$ cat config.mk
export PLATFORM = sky130hd
export DESIGN_NAME = mtg_ctrl
export DESIGN_NICKNAME = d
export VERILOG_FILES = /design/src/sv/mtg_pkg.sv /design/src/sv/mtg_ctrl.sv
export SDC_FILE = /design/constraint.sdc
export NUM_CORES = 1
export LEC_CHECK = 0
export BUFFER_PORTS_ARGS = -buffer_cell sky130_fd_sc_hd__clkbuf_2
export CAP_MARGIN = 40
export CORE_AREA = 2 2 39 41
export CTS_BUF_LIST = sky130_fd_sc_hd__clkbuf_2 sky130_fd_sc_hd__clkbuf_4 sky130_fd_sc_hd__clkbuf_8
export CTS_CLUSTER_SIZE = 20
export DETAILED_ROUTE_END_ITERATION = 12
export DIE_AREA = 0 0 41 43
export PLACE_DENSITY = 0.5
export RECOVER_POWER = 50
export SETUP_SLACK_MARGIN = 0.1
export SKIP_CTS_REPAIR_TIMING = 1
export SLEW_MARGIN = 20
export SYNTH_ARGS = -nofsm -noshare
export SYNTH_HDL_FRONTEND = slang
export SYNTH_SLANG_ARGS = --single-unit
$ cat constraint.sdc
create_clock -name clk -period 1.3 [get_ports clk]
set_clock_uncertainty 0.05 [all_clocks]
set_input_delay 0.065 -clock clk [delete_from_list [all_inputs] [get_ports clk]]
set_output_delay 0.065 -clock clk [all_outputs]
set_load 0.02 [all_outputs]
$ cat src/sv/mtg_pkg.sv
// Shared constants, codes and types of the Mersenne Twister word generator.
// Used by the controller, the datapath, the top level and the checker.
`default_nettype none

package mtg_pkg;

  localparam int unsigned WORD_W        = 32;
  localparam int unsigned STATE_WORDS   = 624;
  localparam int unsigned MIDDLE_OFFSET = 397;
  localparam int unsigned POS_W         = $clog2(STATE_WORDS);
  localparam int unsigned CFG_IDX_W     = 2;

  localparam logic [POS_W-1:0]  LAST_POS  = POS_W'(STATE_WORDS - 1);
  localparam logic [WORD_W-1:0] SEED_MULT = 32'd69069;

  // Reset values of the configuration registers.
  localparam logic [WORD_W-1:0] TWIST_MATRIX_RST  = 32'h9908b0df;
  localparam logic [WORD_W-1:0] TEMPER_MASK_B_RST = 32'h9d2c5680;
  localparam logic [WORD_W-1:0] TEMPER_MASK_C_RST = 32'hefc60000;

  // Configuration register indexes.
  localparam logic [CFG_IDX_W-1:0] CFG_TWIST_MATRIX  = 2'd0;
  localparam logic [CFG_IDX_W-1:0] CFG_TEMPER_MASK_B = 2'd1;
  localparam logic [CFG_IDX_W-1:0] CFG_TEMPER_MASK_C = 2'd2;

  typedef enum logic {
    OP_RESEED = 1'b0,
    OP_DRAW   = 1'b1
  } op_t;

  typedef enum logic [2:0] {
    ST_IDLE,
    ST_FILL,
    ST_SEED_DONE,
    ST_RD_NXT,
    ST_RD_MID,
    ST_TWIST
  } state_t;

  // Commands from the controller to the datapath.
  typedef struct packed {
    logic start_seed;
    logic fill_we;
    logic rd_nxt;
    logic rd_mid;
    logic twist_wr;
    logic seed_done;
  } mtg_cmd_t;

  // Status from the datapath to the controller.
  typedef struct packed {
    logic fill_last;
    logic out_free;
  } mtg_sts_t;

endpackage

`default_nettype wire

$ cat src/sv/mtg_ctrl.sv
// Controller of the generator: sequences reseed fills and draw twists.
// Depends on mtg_pkg for the state enum and the command and status structs.
`default_nettype none

module mtg_ctrl (
  input  wire logic             clk,
  input  wire logic             rst_n,
  input  wire logic             in_valid,
  input  wire logic             in_opcode,
  output logic                  in_ready,
  input  wire mtg_pkg::mtg_sts_t sts,
  output mtg_pkg::mtg_cmd_t     cmd
);
  import mtg_pkg::*;

  state_t state_r;
  state_t state_nxt;

  always_ff @(posedge clk) begin
    if (!rst_n) begin
      state_r <= ST_IDLE;
    end else begin
      state_r <= state_nxt;
    end
  end

  always_comb begin
    state_nxt = state_r;
    case (state_r)
      ST_IDLE: begin
        if (in_valid) begin
          state_nxt = (in_opcode == OP_DRAW) ? ST_RD_NXT : ST_FILL;
        end
      end
      ST_FILL: begin
        if (sts.fill_last) state_nxt = ST_SEED_DONE;
      end
      ST_SEED_DONE: begin
        if (sts.out_free) state_nxt = ST_IDLE;
      end
      ST_RD_NXT: state_nxt = ST_RD_MID;
      ST_RD_MID: state_nxt = ST_TWIST;
      ST_TWIST: begin
        if (sts.out_free) state_nxt = ST_IDLE;
      end
      default: state_nxt = ST_IDLE;
    endcase
  end

  always_comb begin
    in_ready       = (state_r == ST_IDLE);
    cmd            = '0;
    cmd.start_seed = (state_r == ST_IDLE) && in_valid && (in_opcode == OP_RESEED);
    cmd.fill_we    = (state_r == ST_FILL);
    cmd.rd_nxt     = (state_r == ST_RD_NXT);
    cmd.rd_mid     = (state_r == ST_RD_MID);
    cmd.twist_wr   = (state_r == ST_TWIST) && sts.out_free;
    cmd.seed_done  = (state_r == ST_SEED_DONE) && sts.out_free;
  end

endmodule

`default_nettype wire

## After elaboration in Yosys (flattened, before gate mapping)

Index checks and enable logic that the tools add are counted.

| word-level totals | value |
|---|---|
| output and inout bits | 7 |
| word-level logic and storage cells | 22 |
| flip-flop bits (word level) | 3 |
| input bits | 6 |

| operators by class | value |
|---|---|
| eq/ne operators | 8 |
| reduce and logical (&&, ||, !) cells | 7 |
| muxes and demuxes | 5 |
| bitwise logic cells | 1 |

Operator list:

| cell | count |
|---|---|
| 3-bit case mux with 5 select lines | 1 |
| 3-bit 2-to-1 mux | 3 |
| 3-bit by 2-bit equality test with 1-bit output (second input constant) | 2 |
| 3-bit equality test (second input constant) | 2 |
| 1-bit logical AND | 4 |
| 2-bit != test (second input constant) | 2 |
| 3-bit by 1-bit equality test with 1-bit output (second input constant) | 1 |
| 3-bit zero test | 1 |
| 3-bit AND reduction | 1 |
| 2-bit 2-to-1 mux | 1 |
| 2-bit by 1-bit != test with 1-bit output (second input constant) | 1 |
| 2-bit OR reduction | 1 |
| 1-bit inverter | 1 |

## Depth between registers and ports, before layout

| logic depth | value |
|---|---|
| word-level depth | 4 |
| gate-level depth with buffers | 4 |
| gate-level depth less buffers | 3 |

## Worst setup path before layout

Ideal clock, no wire load.

| path | value |
|---|---|
| path kind | flip-flop to output port |
| start point | register state_r[2] |
| end point | output port cmd[5] in the netlist's numbering |
| buffers on the path | 1 |
| arrival | 1.259 ns |
| required time | 1.185 ns |
| setup slack | -0.074 ns |
| stages on the path, launching flop included | 5 |
| path through | dfxtp_1 -> clkbuf_2 -> nor3_2 -> nand2_1 -> nor2_1 |

RTL lines:

| what | line | source |
|---|---|---|
| from (decl) | mtg_ctrl.sv:16 | `state_t state_r;` |
| from (signal assigned) | mtg_ctrl.sv:23 | `state_r <= state_nxt;` |
| to (decl) | mtg_ctrl.sv:12 | `output mtg_pkg::mtg_cmd_t cmd` |

==> results.txt <==
----------------------------------------------------
[Status]
  Status ... completed

[Global route]
  First-pass GRT wire length ... 793 µm
  GRT Total Usage ... 0.0702
  Initial antenna violation count ... 0
  Pin count of the biggest net entering global routing ... 9
  Via count of the first global-routing pass ... 204
  Global route total overflow ... 0

[STA]
  Final hold violation count ... 0
  Share of the clock period used by the worst path ... 0.947
  Max-slew violation total from the final report ... 0
  Unrepaired setup endpoints after global routing ... yes
  Time the final worst path needs with I/O delays and setup ... 1.23 ns
  Final setup margin ... about 0.07 ns
  Relative slew margins ... 0.838
  Maximum frequency from static timing analysis ... around 800 MHz
  Setup violators final ... 0
  Worst Max-Slew Pin Slew ... approximately 0.24 ns

[Power and ir drop]
  Maximum resistive drop on vdd ... 0.510 mV
  Part of the total power dissipated in the clock network ... 0.412
  Sequential Power Share ... 0.282
  P_leak ... roughly 0.16 nW
  Power density normalized to cell area ... between 1000 and 1500 nW/µm²
  Overall Power ... ~0.00044 W
  Internal power summed over all cells ... between 0.0003 and 0.0004 W
  Switching power share of the total ... 0.303
  Reported net switching power ... between 0.0001 and 0.00015 W
  Comb power frac ... 0.307

[Clock tree]
  Cell at the root of the clock tree ... clkbuf_4
  CTS tree ... done
  Clock slew at reported path FFs ... ~0.04 ns
  Number of clock sinks ... 3
  Number of levels the H-tree was split into ... 1
  CTS Buf Count ... 3
  Worst skew pair latency ... between 0.2 and 0.25 ns
  CTS Buffer Depth ... 2

[Drt]
  Drt pass-1 iters ... 1
  Number of design-rule violations left by the first detailed-router iteration ... 0
  Vias per inst ... around 4
  Detailed-route wire length ... roughly 530 µm
  Vias post-DR ... roughly 250
  Residual antenna-violating net count after detailed routing ... 0
  Post-DR wirelength/cell ... roughly 8.9 µm
  Number of remaining DRC errors ... 0

[Floorplan]
  Initial core utilization ... 0.161
  Cell row count ... 14
  I/O pin cnt ... 13
  Core Area ... 1380 µm²
  Die outline height ... around 43 µm
  Die area ... 1760 µm²
  Die outline width ... between 40 and 50 µm

[Synth]
  Proportion of netlist area held by the largest area contributor ... 0.270
  Netlist Area Pre-Place ... roughly 220 µm²
  Synth Flop Type ... dfxtp_1
  Main area contributors after synthesis ... dfxtp_1, nand2_1, nor2_1, o32ai_2, a211oi_2
  Cell type with the highest aggregate area in the netlist ... dfxtp_1
  Number of standard cells after synthesis ... 28
  Leading cell types by count after synthesis ... nand2_1, nor2_1, dfxtp_1
  Async set or reset register ratio after synthesis ... 0
  Number of warnings printed during yosys synthesis ... 0
  Number of synthesized flops with an enable pin ... 0
  Unique masters post-synth ... 17
  Share of synthesized area occupied by flip-flops and latches ... 0.270
  Flip-flop and latch count after synthesis ... 3
  Net Count, Synth ... 34
  Mean instance size in the synthesized netlist ... approximately 8.0 µm²

[Worst setup path]
  Worst EP required ... roughly 1.2 ns
  Critical path start-end classification ... flop to output port
  FF-to-FF setup slack ... 0.16 ns
  Largest stage delay on the critical path ... about 0.36 ns
  CP bufs+invs ... 1
  Critical path endpoint category ... output port
  Family with the most delay on the worst path ... simple AND/OR/NAND/NOR gates
  Critical path, cell by cell ... nor3_4 -> nand2_2 -> nor2_1 -> buf_4
  CP Launch Type ... flop
  Worst path slowest cell ... dfxtp_4
  Crit path max fanout ... 7
  Arrival time worst endpoint ... 1.12 ns

[Final layout]
  Syn-to-layout area delta ... 63.5%
  Number of flip-flops in the largest register ... 3
  Register with the most flip-flops ... state_r
  Final core utilization ... 0.263
  Post-layout net count ... 51
  Final antenna diode count ... 0
  Biggest regs ... state_r: 3 flops
  Share of post-route cells with drive strength above 1 ... 0.568

[Placement]
  Placed wire-length estimate ... 388 µm
  Number of buffers inserted by port buffering ... 12
  Routability cong. ... ~0.65
  Worst setup slack after placement ... 0.125 ns

[Min path]
  Worst min-delay path category ... input pin to flop

[Run]
  Max-capacitance violation count ... 0

----------------------------------------------------
==> power by group through the flow <==
stage	Sequential [W]	Combinational [W]	Clock, W
2_1_floorplan	0.000112	0.0000977	0
3_3_place_gp	0.000125	0.000118	0
3_5_place_dp	0.000124	0.000118	0
4_1_cts	0.000123	0.000118	0.000190
5_1_grt	0.000127	0.000148	0.000199
6_report	0.000124	0.000135	0.000181
==> stage by stage <==
stage                     std cells  hold slack, ns  setup TNS (ns)  instance area [µm²]
after floorplan                  28           0.133               0                  235
final                            60          0.0113               0                  364
after global placement           55           0.256               0                  307
after CTS                        59          0.0151          -0.326                  337
after detailed placement         55           0.257               0                  307
after global routing             60          0.0255               0                  364
==> cell type report <==
| cell class | count | area, µm² |
|---|---|---|
| well taps | 16 | 20.0 |
| flip-flops and latches | 3 | 71.3 |
| fillers | 162 | 1020 |
| repair buffers | 14 | 88.8 |
| inverters | 2 | 7.51 |
| clock buffers | 4 | 30.0 |
| multi-input cells | 21 | 146 |
==> cells by family (layout without fill, tap and decap cells) <==
| logic type | after synthesis | after routing | synth area share |
|---|---|---|---|
| flops | 3 | 3 | 0.270 |
| buf+inv | 4 | 20 | 0.107 |
| compound gates | 6 | 6 | 0.253 |
| simple gates | 15 | 15 | 0.371 |
==> final timing paths <==
path / start / end / cells after the start
worst max-delay path: state_r[0]$_SDFFE_PN0P_ / cmd[5] / 4
worst min-delay path: rst_n / state_r[2]$_SDFFE_PN0P_ / 2
worst max register to register: state_r[0]$_SDFFE_PN0P_ / state_r[1]$_SDFFE_PN0P_ / 4
worst min register to register: state_r[1]$_SDFFE_PN0P_ / state_r[0]$_SDFFE_PN0P_ / 1
==> cell usage in the layout, fill, tap and decap left out, types with 2 or more instances in the layout <==
cell type  count
nor2_1         4
clkbuf_2       5
inv_1          2
buf_4          8
nand2_1        4
clkbuf_4       4
nor3b_1        2
dfxtp_4        3
==> per-layer routing <==
layer	up-vias	track usage	wire length [µm]
met5	-	0	0
met4	0	0.0200	0
met3	0	0.0628	77
met2	13	0.0813	199
met1	104	0.0929	253
li1	130	-	-
Note: power is estimated with default switching activity, not from simulation.
